--- src/design/spf_pkg.sv ---
// Shared types and constants for the serial packet framer.
// No dependencies; used by every module of the block by scoped names.
package spf_pkg;

  // Default largest payload length; longer requests saturate to it
  localparam int MAX_PAYLOAD_DEF = 32;

  // Most bytes a single item can produce: start, command, length,
  // one payload byte and an escaped two-byte checksum
  localparam int BURST_MAX = 6;
  localparam int BURST_CNT_W = $clog2(BURST_MAX + 1);
  localparam int BURST_IDX_W = $clog2(BURST_MAX);

  // Byte kind codes on the result channel
  localparam logic [2:0] KIND_START    = 3'd0;
  localparam logic [2:0] KIND_COMMAND  = 3'd1;
  localparam logic [2:0] KIND_LENGTH   = 3'd2;
  localparam logic [2:0] KIND_PAYLOAD  = 3'd3;
  localparam logic [2:0] KIND_CHECKSUM = 3'd4;

  // Checksum escape: an escaped value goes out as ESC_LEAD then a code byte
  localparam logic [7:0] ESC_LEAD      = 8'hfd;
  localparam logic [7:0] ESC_FF_CODE   = 8'hfe;
  localparam logic [7:0] ESC_FD_CODE   = 8'hfc;
  localparam logic [7:0] CHK_SEED      = 8'hff;
  localparam logic [7:0] START_DEF     = 8'hff;

  typedef struct packed {
    logic [7:0] command;
    logic [5:0] payload_length;
    logic [7:0] data_byte;
  } in_item_t;

  typedef struct packed {
    logic [7:0] out_byte;
    logic [2:0] byte_kind;
    logic       is_last;
  } out_item_t;

  typedef struct packed {
    logic [7:0] out_byte;
    logic [2:0] byte_kind;
  } burst_ent_t;

  // All bytes one item produces, entry 0 goes out first
  typedef struct packed {
    burst_ent_t [BURST_MAX-1:0] ent;
    logic [BURST_CNT_W-1:0]     cnt;
  } burst_t;

endpackage

--- src/design/serial_packet_framer_core.sv ---
// Top level of the serial packet framer: configuration register, framer
// and emitter. Depends on spf_pkg, spf_framer and spf_emitter.
//
// Usage:
//   Input channel (in_valid/in_ready/in_item) takes one item per packet
//   byte group: the first item of a packet carries command, length and the
//   first payload byte; each later item carries one payload byte.
//   Result channel (out_valid/out_ready/out_item) gives framed bytes one per
//   cycle while out_ready is high: start, command, length, payload, checksum
//   (0xff, 0xfd escaped as two bytes). is_last marks each item's last byte.
//   Config channel (cfg_valid/cfg_ready/cfg_data) writes the start byte;
//   cfg_ready is always high. Write only while the block is idle.
// Timing:
//   An item's first byte passes through the burst buffer and then the
//   output register before it appears on out_item. Mid-packet payload
//   items that leave the packet open flow at one per cycle while out_ready is
//   high; the rate is set by the single byte-wide output register.
// Reset: start byte returns to 0xff, no packet is open, outputs go idle.
// Stall: when out_ready is low the output byte and the buffered burst hold,
//   and in_ready drops once the burst buffer cannot free up.
module serial_packet_framer_core #(
  parameter int MAX_PAYLOAD = spf_pkg::MAX_PAYLOAD_DEF
) (
  input  logic               clk,
  input  logic               rst_n,
  input  logic               in_valid,
  output logic               in_ready,
  input  spf_pkg::in_item_t  in_item,
  output logic               out_valid,
  input  logic               out_ready,
  output spf_pkg::out_item_t out_item,
  input  logic               cfg_valid,
  output logic               cfg_ready,
  input  logic [7:0]         cfg_data
);

  logic [7:0]      start_byte_r;
  spf_pkg::burst_t burst;
  logic            burst_ready;
  logic            accept;

  // Start byte register
  assign cfg_ready = 1'b1;
  always_ff @(posedge clk) begin
    if (!rst_n) begin
      start_byte_r <= spf_pkg::START_DEF;
    end else if (cfg_valid && cfg_ready) begin
      start_byte_r <= cfg_data;
    end
  end

  assign in_ready = burst_ready;
  assign accept   = in_valid && burst_ready;

  spf_framer #(
    .MAX_PAYLOAD (MAX_PAYLOAD)
  ) u_framer (
    .clk        (clk),
    .rst_n      (rst_n),
    .item       (in_item),
    .accept     (accept),
    .start_byte (start_byte_r),
    .burst      (burst)
  );

  spf_emitter u_emitter (
    .clk         (clk),
    .rst_n       (rst_n),
    .burst       (burst),
    .burst_valid (in_valid),
    .burst_ready (burst_ready),
    .out_item    (out_item),
    .out_valid   (out_valid),
    .out_ready   (out_ready)
  );

endmodule

--- src/design/spf_framer.sv ---
// Packet framing logic: holds the packet state and turns one input item
// into its burst of framed bytes. Depends on spf_pkg.
module spf_framer #(
  parameter int MAX_PAYLOAD = spf_pkg::MAX_PAYLOAD_DEF
) (
  input  logic              clk,
  input  logic              rst_n,
  input  spf_pkg::in_item_t item,
  input  logic              accept,
  input  logic [7:0]        start_byte,
  output spf_pkg::burst_t   burst
);

  localparam logic [5:0] MAX_LEN = 6'(MAX_PAYLOAD);

  logic [5:0]                     rem_r, rem_nxt;
  logic [7:0]                     sum_r, sum_nxt;
  logic                           inp_r, inp_nxt;
  logic [5:0]                     len_sat;
  logic [7:0]                     sum_hdr;
  logic [7:0]                     chk;
  logic                           close;
  logic                           esc;
  logic [spf_pkg::BURST_IDX_W-1:0] pos;
  logic [7:0]                     chk_b0, chk_b1;

  // Build the burst and the next packet state
  always_comb begin
    burst   = '0;
    rem_nxt = rem_r;
    sum_nxt = sum_r;
    close   = 1'b0;
    pos     = '0;
    len_sat = (item.payload_length > MAX_LEN) ? MAX_LEN : item.payload_length;
    sum_hdr = spf_pkg::CHK_SEED + item.command + {2'b00, len_sat};

    if (inp_r && (rem_r != 6'd0)) begin
      // Mid-packet: one payload byte
      burst.ent[0] = '{out_byte: item.data_byte, byte_kind: spf_pkg::KIND_PAYLOAD};
      sum_nxt = sum_r + item.data_byte;
      rem_nxt = rem_r - 6'd1;
      pos     = spf_pkg::BURST_IDX_W'(1);
      close   = (rem_nxt == 6'd0);
    end else begin
      // Packet header
      burst.ent[0] = '{out_byte: start_byte,      byte_kind: spf_pkg::KIND_START};
      burst.ent[1] = '{out_byte: item.command,    byte_kind: spf_pkg::KIND_COMMAND};
      burst.ent[2] = '{out_byte: {2'b00, len_sat}, byte_kind: spf_pkg::KIND_LENGTH};
      if (len_sat == 6'd0) begin
        sum_nxt = sum_hdr;
        rem_nxt = 6'd0;
        pos     = spf_pkg::BURST_IDX_W'(3);
        close   = 1'b1;
      end else begin
        burst.ent[3] = '{out_byte: item.data_byte, byte_kind: spf_pkg::KIND_PAYLOAD};
        sum_nxt = sum_hdr + item.data_byte;
        rem_nxt = len_sat - 6'd1;
        pos     = spf_pkg::BURST_IDX_W'(4);
        close   = (rem_nxt == 6'd0);
      end
    end

    // Checksum with escape of the two reserved values
    chk    = 8'h00 - sum_nxt;
    esc    = (chk == 8'hff) || (chk == spf_pkg::ESC_LEAD);
    chk_b0 = esc ? spf_pkg::ESC_LEAD : chk;
    chk_b1 = (chk == 8'hff) ? spf_pkg::ESC_FF_CODE : spf_pkg::ESC_FD_CODE;

    burst.cnt = spf_pkg::BURST_CNT_W'(pos);
    if (close) begin
      burst.ent[pos] = '{out_byte: chk_b0, byte_kind: spf_pkg::KIND_CHECKSUM};
      burst.cnt      = spf_pkg::BURST_CNT_W'(pos) + spf_pkg::BURST_CNT_W'(1);
      if (esc) begin
        burst.ent[spf_pkg::BURST_IDX_W'(pos + 1'b1)] =
          '{out_byte: chk_b1, byte_kind: spf_pkg::KIND_CHECKSUM};
        burst.cnt = spf_pkg::BURST_CNT_W'(pos) + spf_pkg::BURST_CNT_W'(2);
      end
    end
    inp_nxt = (rem_nxt != 6'd0);
  end

  // Advance packet state on each accepted item
  always_ff @(posedge clk) begin
    if (!rst_n) begin
      rem_r <= '0;
      sum_r <= '0;
      inp_r <= 1'b0;
    end else if (accept) begin
      rem_r <= rem_nxt;
      sum_r <= sum_nxt;
      inp_r <= inp_nxt;
    end
  end

  // Open packet always expects at least one more byte
  a_open_has_rem: assert property (@(posedge clk) disable iff (!rst_n)
    inp_r |-> (rem_r != 6'd0))
    else $error("open packet with no bytes remaining");

  // Remaining count never exceeds the length limit
  a_rem_bound: assert property (@(posedge clk) disable iff (!rst_n)
    rem_r < MAX_LEN || rem_r == MAX_LEN)
    else $error("remaining count above limit");

  // A burst always carries at least one byte and ends a packet with a checksum
  a_close_chk: assert property (@(posedge clk) disable iff (!rst_n)
    (accept && !inp_nxt) |-> burst.cnt != '0 &&
      burst.ent[spf_pkg::BURST_IDX_W'(burst.cnt - 1'b1)].byte_kind ==
      spf_pkg::KIND_CHECKSUM)
    else $error("closing burst lacks checksum");

endmodule

--- src/design/spf_emitter.sv ---
// Burst buffer and output register: holds one item's bytes and sends them on
// the result channel one per cycle while out_ready is high. Depends on spf_pkg.
module spf_emitter (
  input  logic               clk,
  input  logic               rst_n,
  input  spf_pkg::burst_t    burst,
  input  logic               burst_valid,
  output logic               burst_ready,
  output spf_pkg::out_item_t out_item,
  output logic               out_valid,
  input  logic               out_ready
);

  spf_pkg::burst_t                  buf_r;
  logic [spf_pkg::BURST_CNT_W-1:0]  cnt_r, cnt_nxt;
  logic [spf_pkg::BURST_IDX_W-1:0]  idx_r, idx_nxt;
  spf_pkg::out_item_t               out_r;
  logic                             out_valid_r, out_valid_nxt;
  logic                             out_free;
  logic                             move;
  logic                             load;

  // Move a byte when the output register is empty or being taken
  assign out_free    = !out_valid_r || out_ready;
  assign move        = (cnt_r != '0) && out_free;
  assign burst_ready = (cnt_r == '0) ||
                       ((cnt_r == spf_pkg::BURST_CNT_W'(1)) && out_free);
  assign load        = burst_valid && burst_ready;

  always_comb begin
    cnt_nxt       = cnt_r;
    idx_nxt       = idx_r;
    out_valid_nxt = out_valid_r;
    if (move) begin
      cnt_nxt       = cnt_r - spf_pkg::BURST_CNT_W'(1);
      idx_nxt       = idx_r + spf_pkg::BURST_IDX_W'(1);
      out_valid_nxt = 1'b1;
    end else if (out_valid_r && out_ready) begin
      out_valid_nxt = 1'b0;
    end
    if (load) begin
      cnt_nxt = burst.cnt;
      idx_nxt = '0;
    end
  end

  // Control state
  always_ff @(posedge clk) begin
    if (!rst_n) begin
      cnt_r       <= '0;
      idx_r       <= '0;
      out_valid_r <= 1'b0;
    end else begin
      cnt_r       <= cnt_nxt;
      idx_r       <= idx_nxt;
      out_valid_r <= out_valid_nxt;
    end
  end

  // Payload: hold burst and output byte
  always_ff @(posedge clk) begin
    if (load) begin
      buf_r <= burst;
    end
    if (move) begin
      out_r.out_byte  <= buf_r.ent[idx_r].out_byte;
      out_r.byte_kind <= buf_r.ent[idx_r].byte_kind;
      out_r.is_last   <= (cnt_r == spf_pkg::BURST_CNT_W'(1));
    end
  end

  assign out_item  = out_r;
  assign out_valid = out_valid_r;

  // Never more bytes pending than a burst can hold
  a_cnt_bound: assert property (@(posedge clk) disable iff (!rst_n)
    ({1'b0, idx_r} + {1'b0, cnt_r}) <= (spf_pkg::BURST_CNT_W + 1)'(spf_pkg::BURST_MAX))
    else $error("burst index past end");

  // A loaded burst is never empty
  a_load_nonempty: assert property (@(posedge clk) disable iff (!rst_n)
    load |-> (burst.cnt != '0))
    else $error("empty burst loaded");

  // The final byte of a burst is marked last
  a_last_mark: assert property (@(posedge clk) disable iff (!rst_n)
    (move && cnt_r == spf_pkg::BURST_CNT_W'(1)) |=> (out_valid_r && out_r.is_last))
    else $error("last byte not marked");

endmodule
--- config.mk ---
export PLATFORM = sky130hd
export DESIGN_NAME = serial_packet_framer_core
export DESIGN_NICKNAME = d
export VERILOG_FILES = /design/src/design/spf_pkg.sv /design/src/design/serial_packet_framer_core.sv /design/src/design/spf_framer.sv /design/src/design/spf_emitter.sv
export SDC_FILE = /design/constraint.sdc
export NUM_CORES = 1
export LEC_CHECK = 0
export BUFFER_PORTS_ARGS = -buffer_cell sky130_fd_sc_hd__buf_2
export CORE_MARGIN = 2
export CORE_UTILIZATION = 45
export DETAILED_ROUTE_END_ITERATION = 10
export MAX_ROUTING_LAYER = met4
export PLACE_DENSITY = 0.69
export SYNTH_ARGS = -nofsm -noshare
export SYNTH_HDL_FRONTEND = slang
export SYNTH_SLANG_ARGS = --single-unit
--- constraint.sdc ---
create_clock -name clk -period 11.2 [get_ports clk]
set_clock_uncertainty 0.05 [all_clocks]
set_input_delay 0.56 -clock clk [delete_from_list [all_inputs] [get_ports clk]]
set_output_delay 0.56 -clock clk [all_outputs]
set_load 0.01 [all_outputs]
==> impl_metrics.json, run 1 <==
{
  "run_status": "finished, final reports clean",
  "worstMarginPinSlew_ps": 1109,
  "netlist_instances": 701,
  "setup.worst_path.end_class": "register",
  "totalPowerFinal_w": 0.001857,
  "post_synth.cell_area_avg_um2": 9.444,
  "detailroute.wirelength.met2_um": 8457,
  "design.final.nets": 807,
  "post_route_cells_drive_above_1_share_pct": 14.31,
  "clock-root-buffer": "sky130_fd_sc_hd__clkbuf_16",
  "chipHeight_um": 125.3,
  "ctsLongestPathBuffers": 2,
  "detailroute.wirelength.met3_um": 1122,
  "max_slew_margin_pct": 26.09,
  "cts_hold_buffers": 0,
  "placement_rows": 44,
  "crit_path_max_fanout": 10,
  "fraction_of_the_yosys_area_taken_by_sequential_cells_pct": 40.82,
  "antenna_cells": 0,
  "final_hold_viol_count": 0,
  "number_of_cells_upsized_or_downsized_after_cts": 0,
  "critical_path.startpoint_type": "input pin",
  "highest_layer": "met4",
  "fin_crit_sh_pct": 47.59,
  "min_path_type": "in -> reg",
  "top_level_ports": 50,
  "tritoncts": "built",
  "htree_num_levels": 3,
  "met1_layer_wirelength_in_the_final_routing_um": 7622,
  "cap_viol_max_count": 0,
  "area_growth_syn_to_layout_pct": 10.53,
  "num_vias": 5422,
  "initial_core_util_pct": 45.72,
  "post_cts_buffers": 0,
  "worstPathRequired_ps": 11230,
  "final_max_slew_viol_count": 0,
  "timing.reg2reg.worst_path_depth": 13,
  "grt_antenna_before_repair": 0,
  "dpl_worst_slack_ps": 5546,
  "routed_wire_length_per_instance_um": 19.25,
  "crit_type": "in -> reg",
  "drt-total-wl_um": 17670,
  "antenna_violating_nets_post_route": 0,
  "distinct_cells_synth": 77,
  "grt_pass1_wl_um": 28230,
  "fmax_mhz": 187.6,
  "clkTransAtPathRegs_ps": 70,
  "worst_ep_arrival_time_ps": 5360,
  "yosys_warnings": 0,
  "die_width_um": 125.3,
  "finalWorstSetupSlack_ps": 5870,
  "vias_per_cell": 5.906,
  "detail_route.drc_violations": 0,
  "finalCriticalPeriod_ps": 5330,
  "cts_made_buffers": 9,
  "final_setup_fails": 0,
  "mappedNetlistNets": 779,
  "die_area_um2": 15700,
  "largest_net_degree_at_the_start_of_global_routing": 73,
  "dr.pass1.iters": 4,
  "grt.total_usage_pct": 23.57,
  "postSynthRegisterBits": 100,
  "number_of_flops_mapped_to_enable_cells_by_yosys": 70,
  "global_route.overflow_total": 0,
  "netlist_area_um2": 6620,
  "drt_iter0_drc": 399,
  "fraction_of_registers_with_async_set_reset_pct": 0,
  "synth-main-ff-cell": "sky130_fd_sc_hd__edfxtp_1",
  "port_buffers": 48,
  "pwr_density_cell_nw_per_um2": 253.8,
  "grt_pass1_vias": 5312,
  "place_hpwl_um": 12960,
  "min_path_cells": 3,
  "clock_latency_ps": 350,
  "clock_sink_count": 100,
  "place_congestion": 0.9152,
  "worst_supply_voltage_drop_on_vdd_v": 0.0001168,
  "design.core.area_um2": 14480,
  "power_leakage_nw": 2.851,
  "tns_ps": 0,
  "unrepaired_setup_endpoints_after_global_routing": "false"
}
-- area by class of cell --
| type | instances | area, um2 |
|---|---|---|
| flip-flops and latches | 100 | 2703 |
| repair buffers | 53 | 277.8 |
| clock inverters | 5 | 86.33 |
| multi-input cells | 511 | 3585 |
| clock buffers | 11 | 232.7 |
| inverters | 54 | 202.7 |
| well taps | 184 | 230.2 |
| fillers | 1325 | 7162 |
-- synth_stat cells, drive strengths merged, types with 5 or more instances --
cell,count,area share (%)
nand2,78,4.5
edfxtp,70,32
inv,54,3.1
a21oi,50,3.8
nor2,49,2.9
ha,40,7.6
o21ai,36,2.8
dfxtp,30,9.1
mux2i,27,4.1
clkbuf,25,1.4
nor3,23,1.8
nand3,17,1.3
xnor2,17,2.2
o22ai,16,1.5
a211oi,12,1.5
buf,11,0.77
a21boi,9,1.0
mux4,9,3.1
o211ai,9,1.0
a31oi,8,0.95
and2,7,0.66
nand2b,7,0.66
a22oi,6,0.98
nand4,6,0.57
xor2,6,0.79
a21o,5,0.57
nor2b,5,0.47
nor4,5,0.66
or3,5,0.47
-- worst paths after layout --
path                startpoint                 end  slack (ps)
min reg2reg  u_framer.sum_r[2]   u_framer.sum_r[2]         420
max                in_item[13]  u_emitter.buf_r[6]        5870
max reg2reg  u_framer.rem_r[0]  u_emitter.buf_r[6]        6180
min                cfg_data[7]     start_byte_r[7]         370
-- cell families after synthesis --
group	synth area share (%)
AOI/OAI and AO/OA	18.60
adders and majority gates	8.467
other	0.1134
and+or+nand+nor	16.56
DFF	40.82
buffers and inverters	5.254
xor gates and xnor gates	3.043
muxes	7.144
-- worst max-delay path, cell delays in order --
cell and delay [ps]:
sky130_fd_sc_hd__buf_2 130, sky130_fd_sc_hd__nand2b_1 230, sky130_fd_sc_hd__ha_1 310, sky130_fd_sc_hd__inv_1 40
sky130_fd_sc_hd__ha_1 210, sky130_fd_sc_hd__fa_1 410, sky130_fd_sc_hd__a211oi_1 390, sky130_fd_sc_hd__o21ba_2 220
sky130_fd_sc_hd__nor2_1 40, sky130_fd_sc_hd__ha_1 340, sky130_fd_sc_hd__nand2_1 70, sky130_fd_sc_hd__a211o_1 260
sky130_fd_sc_hd__a31oi_1 190, sky130_fd_sc_hd__xnor2_1 140, sky130_fd_sc_hd__mux2i_1 190, sky130_fd_sc_hd__or4_1 640
sky130_fd_sc_hd__or4_1 750, sky130_fd_sc_hd__o2bb2ai_1 210
-- stage by stage --
step / hold WS (ps) / std cells / utilization (%) / cell area (um2)
2_1_floorplan: 390.8 / 701 / - / 6620
3_3_place_gp: 407.5 / 902 / 48.33 / 6998
3_5_place_dp: 412.5 / 902 / 48.33 / 6998
4_1_cts: 366.0 / 918 / 50.54 / 7317
5_1_grt: 378.3 / 918 / 50.54 / 7317
6_report: 369.3 / 918 / 50.54 / 7317
-- report_power, final --
part           internal (W)  total [W]  leakage [nW]  switching (W)
clock              0.000198   0.000335         0.148       0.000137
combinational      0.000332   0.000916          1.79       0.000584
sequential         0.000558   0.000606         0.910      0.0000486
total               0.00109    0.00186          2.85       0.000770
-- metal layers --
layer	vias to the layer above	GRT usage, %
met2	204	37.50
met5	-	-
met3	30	4.022
li1	2618	-
met1	2570	30.59
met4	0	8.170
-- registers in the layout (all words and copies together) (netlist names) --
signal,count
start_byte_r,8
u_emitter.buf_r,58
u_emitter.cnt_r,3
u_emitter.idx_r,3
u_emitter.out_item,12
u_emitter.out_valid,1
u_framer.inp_r,1
u_framer.rem_r,6
u_framer.sum_r,8
-- cells in the final DEF (no fill, tap or decap), types with 11 or more instances in the layout --
cell / synthesis / routed
sky130_fd_sc_hd__dfxtp_1: 30 / 30
sky130_fd_sc_hd__nand3_1: 17 / 17
sky130_fd_sc_hd__xnor2_1: 17 / 17
sky130_fd_sc_hd__buf_2: 2 / 48
sky130_fd_sc_hd__a211oi_1: 11 / 11
sky130_fd_sc_hd__mux2i_1: 27 / 27
sky130_fd_sc_hd__inv_1: 52 / 51
sky130_fd_sc_hd__o22ai_1: 16 / 16
sky130_fd_sc_hd__a21oi_1: 49 / 47
sky130_fd_sc_hd__ha_1: 40 / 40
sky130_fd_sc_hd__nor3_1: 22 / 22
sky130_fd_sc_hd__nand2_1: 77 / 77
sky130_fd_sc_hd__o21ai_0: 33 / 33
sky130_fd_sc_hd__edfxtp_1: 70 / 70
sky130_fd_sc_hd__nor2_1: 48 / 48
(Power assumes the default switching activity.)
==> inputs of run 2 (changes only) <==
Clock period 11.2 ns to 5.3 ns, I/O delays scaled along.
==> run 2 against run 1 <==
First-iteration DRC count fell by 2.8%. Count of clock-buffer cells in the layout fell by 1. Non-clock buffer count rose by 13. Worst setup slack got worse by 5400 ps. Sequential share of layout area fell by 0.35 points. Core utilization rose by 0.48 points.
==> impl_metrics.json, run 2 (synthesis gave the netlist of run 1 again) <==
{
  "max_slew_margin_pct": 25.01,
  "drt_iter0_drc": 388,
  "power_leakage_nw": 2.900,
  "antenna_cells": 0,
  "cap_viol_max_count": 0,
  "worst_ep_arrival_time_ps": 4990,
  "die_area_um2": 15700,
  "commonest_non_fill_non_tap_cell_in_the_layout": "sky130_fd_sc_hd__nand2_1",
  "min_from": "cfg_data[2]",
  "cp_common_cell": "sky130_fd_sc_hd__ha_1",
  "place_congestion": 0.9284,
  "num_vias": 5634,
  "unrepaired_setup_endpoints_after_global_routing": "false",
  "area_growth_syn_to_layout_pct": 11.59,
  "setup.worst_path.end_class": "register",
  "min_path_cells": 3,
  "rrSetupSlack_ps": 1080,
  "grt.total_usage_pct": 23.79,
  "tritoncts": "built",
  "r2r_end": "u_emitter.buf_r[11]",
  "timing.reg2reg.worst_path_depth": 14,
  "chipHeight_um": 125.3,
  "flip_flop_count_of_the_largest_register_all_copies_and_words_added": 58,
  "clock_latency_ps": 350,
  "grt_antenna_before_repair": 0,
  "clkTransAtPathRegs_ps": 70,
  "number_of_cells_upsized_or_downsized_after_cts": 0,
  "antenna_violating_nets_post_route": 0,
  "design.final.nets": 820,
  "r2r_start": "u_framer.rem_r[0]",
  "min_path_type": "in -> reg",
  "worst_supply_voltage_drop_on_vdd_v": 0.0002220,
  "post_route_cells_drive_above_1_share_pct": 15.66,
  "critPathSlowestCell": "sky130_fd_sc_hd__nor4_2",
  "tns_ps": 0,
  "port_buffers": 48,
  "cts_made_buffers": 9,
  "cell_breakdown_of_the_critical_path": "buf_2 > nand2b_1 > ha_1 > inv_1 > ha_1 > fa_1 > xor2_1 > ha_1 > a21o_1 > a21oi_1 > a211oi_1 > nor4_2 > o21ai_0 > a211oi_4 > o21ai_2 > or4_1 > buf_4 > a22oi_1",
  "fin_crit_sh_pct": 91.79,
  "utilization_pct": 51.02,
  "run_status": "finished, final reports clean",
  "finish.cell_count_without_fillers": 931,
  "htree_num_levels": 3,
  "vias_per_cell": 6.052,
  "cts_hold_buffers": 0,
  "slowest_delay_ps": 530,
  "final_hold_viol_count": 0,
  "final_max_slew_viol_count": 0,
  "placement_rows": 44,
  "grt_pass1_wl_um": 28720,
  "num-fill-cells": 1329,
  "fmax_mhz": 205.6,
  "ctsLongestPathBuffers": 2,
  "detail_route.drc_violations": 0,
  "pwr_density_cell_nw_per_um2": 532.0,
  "design.core.area_um2": 14480,
  "worstPathRequired_ps": 5430,
  "timing.hold.worst_endpoint": "start_byte_r[2]",
  "clock-root-buffer": "sky130_fd_sc_hd__clkbuf_16",
  "crit_type": "in -> reg",
  "initial_core_util_pct": 45.72,
  "dr.pass1.iters": 5,
  "numPlacedInstances": 915,
  "post_cts_buffers": 0,
  "place_hpwl_um": 12940,
  "worstMarginPinSlew_ps": 1125,
  "critical_path.startpoint_type": "input pin",
  "largest_net_degree_at_the_start_of_global_routing": 51,
  "top_level_ports": 50,
  "crit_path_max_fanout": 6,
  "routed_wire_length_per_instance_um": 19.00,
  "die_width_um": 125.3,
  "most-common-layout-cells": "sky130_fd_sc_hd__nand2_1 (77), sky130_fd_sc_hd__edfxtp_1 (70), sky130_fd_sc_hd__inv_1 (51)",
  "registers.top_by_ff_count": "u_emitter.buf_r",
  "global_route.overflow_total": 0,
  "grt_pass1_vias": 5493,
  "final_setup_fails": 0,
  "drt-total-wl_um": 17690,
  "finalCriticalPeriod_ps": 4865,
  "clock_sink_count": 100
}
-- run 2: per-layer routing --
| metal | wire (um) | GRT usage [%] |
|---|---|---|
| met2 | 8438 | 37.88 |
| met3 | 1253 | 4.279 |
| met5 | 0 | - |
| met4 | 579 | 9.804 |
| met1 | 7421 | 30.09 |
-- run 2: final cells by class --
| cell class | instances | area [um2] | area share (%) |
|---|---|---|---|
| multi-input combinational | 511 | 3585 | 48.53 |
| sequential | 100 | 2703 | 36.59 |
| timing repair buffer | 66 | 375.4 | 5.081 |
| tap | 184 | 230.2 | 3.117 |
| clock buffer | 10 | 229.0 | 3.100 |
| inverter | 54 | 202.7 | 2.744 |
| clock inverter | 6 | 62.56 | 0.8469 |
-- run 2: stage by stage --
| step | setup WS, ps | hold WS (ps) | power (W) | cell area (um2) |
|---|---|---|---|---|
| after floorplan | 644.1 | 343.4 | 0.002705 | 6620 |
| after global placement | 232.0 | 409.2 | 0.003207 | 7096 |
| after detailed placement | 130.4 | 406.3 | 0.003255 | 7096 |
| after CTS | 478.1 | 67.29 | 0.003917 | 7387 |
| after global routing | 91.94 | 80.03 | 0.004195 | 7387 |
| final | 435.4 | 77.09 | 0.003930 | 7387 |
-- run 2: how the worst max path moves through the flow --
stage	depth (start not counted)	end	slack [ps]	startpoint
3_3_place_gp	18	u_emitter.buf_r[12]	230	in_item[13]
5_1_grt	17	u_emitter.buf_r[60]	90	in_item[13]
3_5_place_dp	18	u_emitter.buf_r[11]	130	in_item[13]
2_1_floorplan	19	u_emitter.buf_r[6]	640	in_item[13]
4_1_cts	18	u_emitter.buf_r[11]	480	in_item[13]
6_report	18	u_emitter.buf_r[11]	440	in_item[13]
-- run 2: power by group --
part | internal [W] | total, W | switching, W
logic | 0.000746 | 0.00199 | 0.00125
clock network | 0.000366 | 0.000660 | 0.000294
registers | 0.00118 | 0.00128 | 0.000101
total | 0.00229 | 0.00393 | 0.00164
-- run 2: worst max-delay path, delay by kind of cell --
family / cells / cell delay (ps)
simple gates: 3 / 1290
xor+xnor: 1 / 280
fa+ha+maj: 4 / 1280
compound gates: 7 / 1490
buf+inv: 3 / 390
==> inputs of run 3 (changes only) <==
Settings changed: HOLD_SLACK_MARGIN set to 0.1.
==> run 3 against run 2 <==
Wire length grew 0.12%. Critical path type unchanged. Non-clock buffer count increased by 8. Register-to-register slack is essentially flat. Critical endpoint unchanged. Maximum frequency is 0.29% lower. Cell count rose by 0.86%.
==> impl_metrics.json, run 3 (synthesis gave the netlist of run 1 again) <==
{
  "pwr-share-comb_pct": 50.7,
  "run_status": "finished, final reports clean",
  "cts_made_buffers": 9,
  "cap_viol_max_count": 0,
  "sw_frac_of_total_pct": 41.70,
  "placement_rows": 44,
  "clock_latency_ps": 350,
  "grt_pass1_wl_um": 28950,
  "grt_pass1_vias": 5540,
  "timing.critical_path.buf_inv": 3,
  "unrepaired_setup_endpoints_after_global_routing": "false",
  "detailroute.wirelength.met2_um": 8513,
  "post_cts_buffers": 0,
  "ctsLongestPathBuffers": 2,
  "critPathSlowestCell": "sky130_fd_sc_hd__nor4_2",
  "antenna_cells": 0,
  "port_buffers": 48,
  "top_level_ports": 50,
  "post_route_cells_drive_above_1_share_pct": 15.50,
  "crit_path_max_fanout": 6,
  "crit_type": "in -> reg",
  "design.core.area_um2": 14480,
  "met1_layer_wirelength_in_the_final_routing_um": 7547,
  "p_clk_share_pct": 16.8,
  "place_hpwl_um": 12940,
  "number_of_cells_upsized_or_downsized_after_cts": 0,
  "cell_breakdown_of_the_critical_path": "buf_2 > nand2b_1 > ha_1 > inv_1 > ha_1 > fa_1 > xor2_1 > ha_1 > a21o_1 > a21oi_1 > a211oi_1 > nor4_2 > o21ai_0 > a211oi_4 > o21ai_2 > or4_1 > buf_4 > a22oi_1",
  "worstMarginPinSlew_ps": 1113,
  "routed_wire_length_per_instance_um": 18.86,
  "initial_core_util_pct": 45.72,
  "vias_per_cell": 5.973,
  "tns_ps": 0,
  "die_width_um": 125.3,
  "slowest_delay_ps": 530,
  "detailroute.wirelength.met3_um": 1067,
  "most-common-layout-cells": "sky130_fd_sc_hd__nand2_1 (77), sky130_fd_sc_hd__edfxtp_1 (70), sky130_fd_sc_hd__inv_1 (51)",
  "worst_supply_voltage_drop_on_vdd_v": 0.0002220,
  "chipHeight_um": 125.3,
  "design.final.nets": 828,
  "numPlacedInstances": 915,
  "num_vias": 5609,
  "cpLargestDelayFamily": "compound AO/OA/AOI/OAI gates",
  "final_hold_viol_count": 0,
  "grt_antenna_before_repair": 0,
  "grt.total_usage_pct": 23.99,
  "place_congestion": 0.9284,
  "critical_path.startpoint_type": "input pin",
  "hold_ws_ps": 183.2,
  "drt_iter0_drc": 487,
  "power_leakage_nw": 2.933,
  "flip_flop_count_of_the_largest_register_all_copies_and_words_added": 58,
  "pwr_density_cell_nw_per_um2": 526.6,
  "cts_hold_buffers": 8,
  "max_slew_margin_pct": 25.80,
  "fin_crit_sh_pct": 92.05,
  "registers.top_by_ff_count": "u_emitter.buf_r",
  "intPower_w": 0.002292,
  "drt-total-wl_um": 17710,
  "psw_w": 0.001640,
  "fmax_mhz": 205.0,
  "layout.cell_area.non_filler_um2": 7467,
  "tritoncts": "built",
  "clock-root-buffer": "sky130_fd_sc_hd__clkbuf_16",
  "area_growth_syn_to_layout_pct": 12.80,
  "final_max_slew_viol_count": 0,
  "final_setup_fails": 0,
  "setup.worst_path.end_class": "register",
  "min_path_type": "in -> reg",
  "clock_sink_count": 100,
  "finalCriticalPeriod_ps": 4879,
  "cp_common_cell": "sky130_fd_sc_hd__ha_1",
  "totalPowerFinal_w": 0.003932,
  "worst_ep_arrival_time_ps": 5010,
  "die_area_um2": 15700,
  "htree_num_levels": 3,
  "largest_net_degree_at_the_start_of_global_routing": 51,
  "worstPathRequired_ps": 5430,
  "commonest_non_fill_non_tap_cell_in_the_layout": "sky130_fd_sc_hd__nand2_1",
  "highest_layer": "met4",
  "detail_route.drc_violations": 0,
  "finish.cell_count_without_fillers": 939,
  "dr.pass1.iters": 5,
  "global_route.overflow_total": 0,
  "power.share.sequential_pct": 32.5,
  "clkTransAtPathRegs_ps": 60,
  "placed_cell_area_um2": 7096,
  "antenna_violating_nets_post_route": 0
}
## run 3: cell count changes in the layout (fill, tap and decap cells not counted)
cell and delta:
sky130_fd_sc_hd__dlygate4sd3_1 +8
## run 3: power groups by stage
stage               registers (W)  clock network (W)  logic, W
floorplan                 0.00130                  0   0.00141
global placement          0.00129                  0   0.00192
detailed placement        0.00129                  0   0.00196
CTS                       0.00128           0.000666   0.00198
global route              0.00131           0.000697   0.00220
finish                    0.00128           0.000659   0.00199
## run 3: final timing paths
kind,start,to,slack (ps),depth (start not counted)
worst max register to register,u_framer.rem_r[0],u_emitter.buf_r[11],1070,14
worst max-delay path,in_item[13],u_emitter.buf_r[11],420,18
worst min register to register,start_byte_r[1],start_byte_r[1],430,2
worst min-delay path,out_ready,u_emitter.out_valid,180,4
## run 3: per-stage QoR
step / worst slack (ps) / utilization [%]
after floorplan: 644.1 / -
after global placement: 232.0 / 49.01
after detailed placement: 130.4 / 49.01
after CTS: 478.1 / 51.57
after global routing: 91.94 / 51.57
final: 421.2 / 51.57
## run 3: layout make-up
type / instances / area [um2]
Timing Repair Buffer: 74 / 455.4
Clock inverter: 6 / 62.56
Multi-Input combinational cell: 511 / 3585
Fill cell: 1319 / 7012
Clock buffer: 10 / 229.0
Inverter: 54 / 202.7
Sequential cell: 100 / 2703
Tap cell: 184 / 230.2
## run 3: routing by layer
metal / global-route usage, % / vias to the layer above
li1: - / 2665
met1: 30.17 / 2677
met2: 38.49 / 218
met3: 4.279 / 49
met4: 9.739 / 0
met5: - / -
## run 3: worst reg2reg max path, delay by kind of cell, from the launching register on
kind                     cells  cell delay [ps]
buffers and inverters        4              870
AO/OA/AOI/OAI                6             1230
AND/OR/NAND/NOR              3             1390
flip-flops                   1              350
adder cells (fa/ha/maj)      1              150
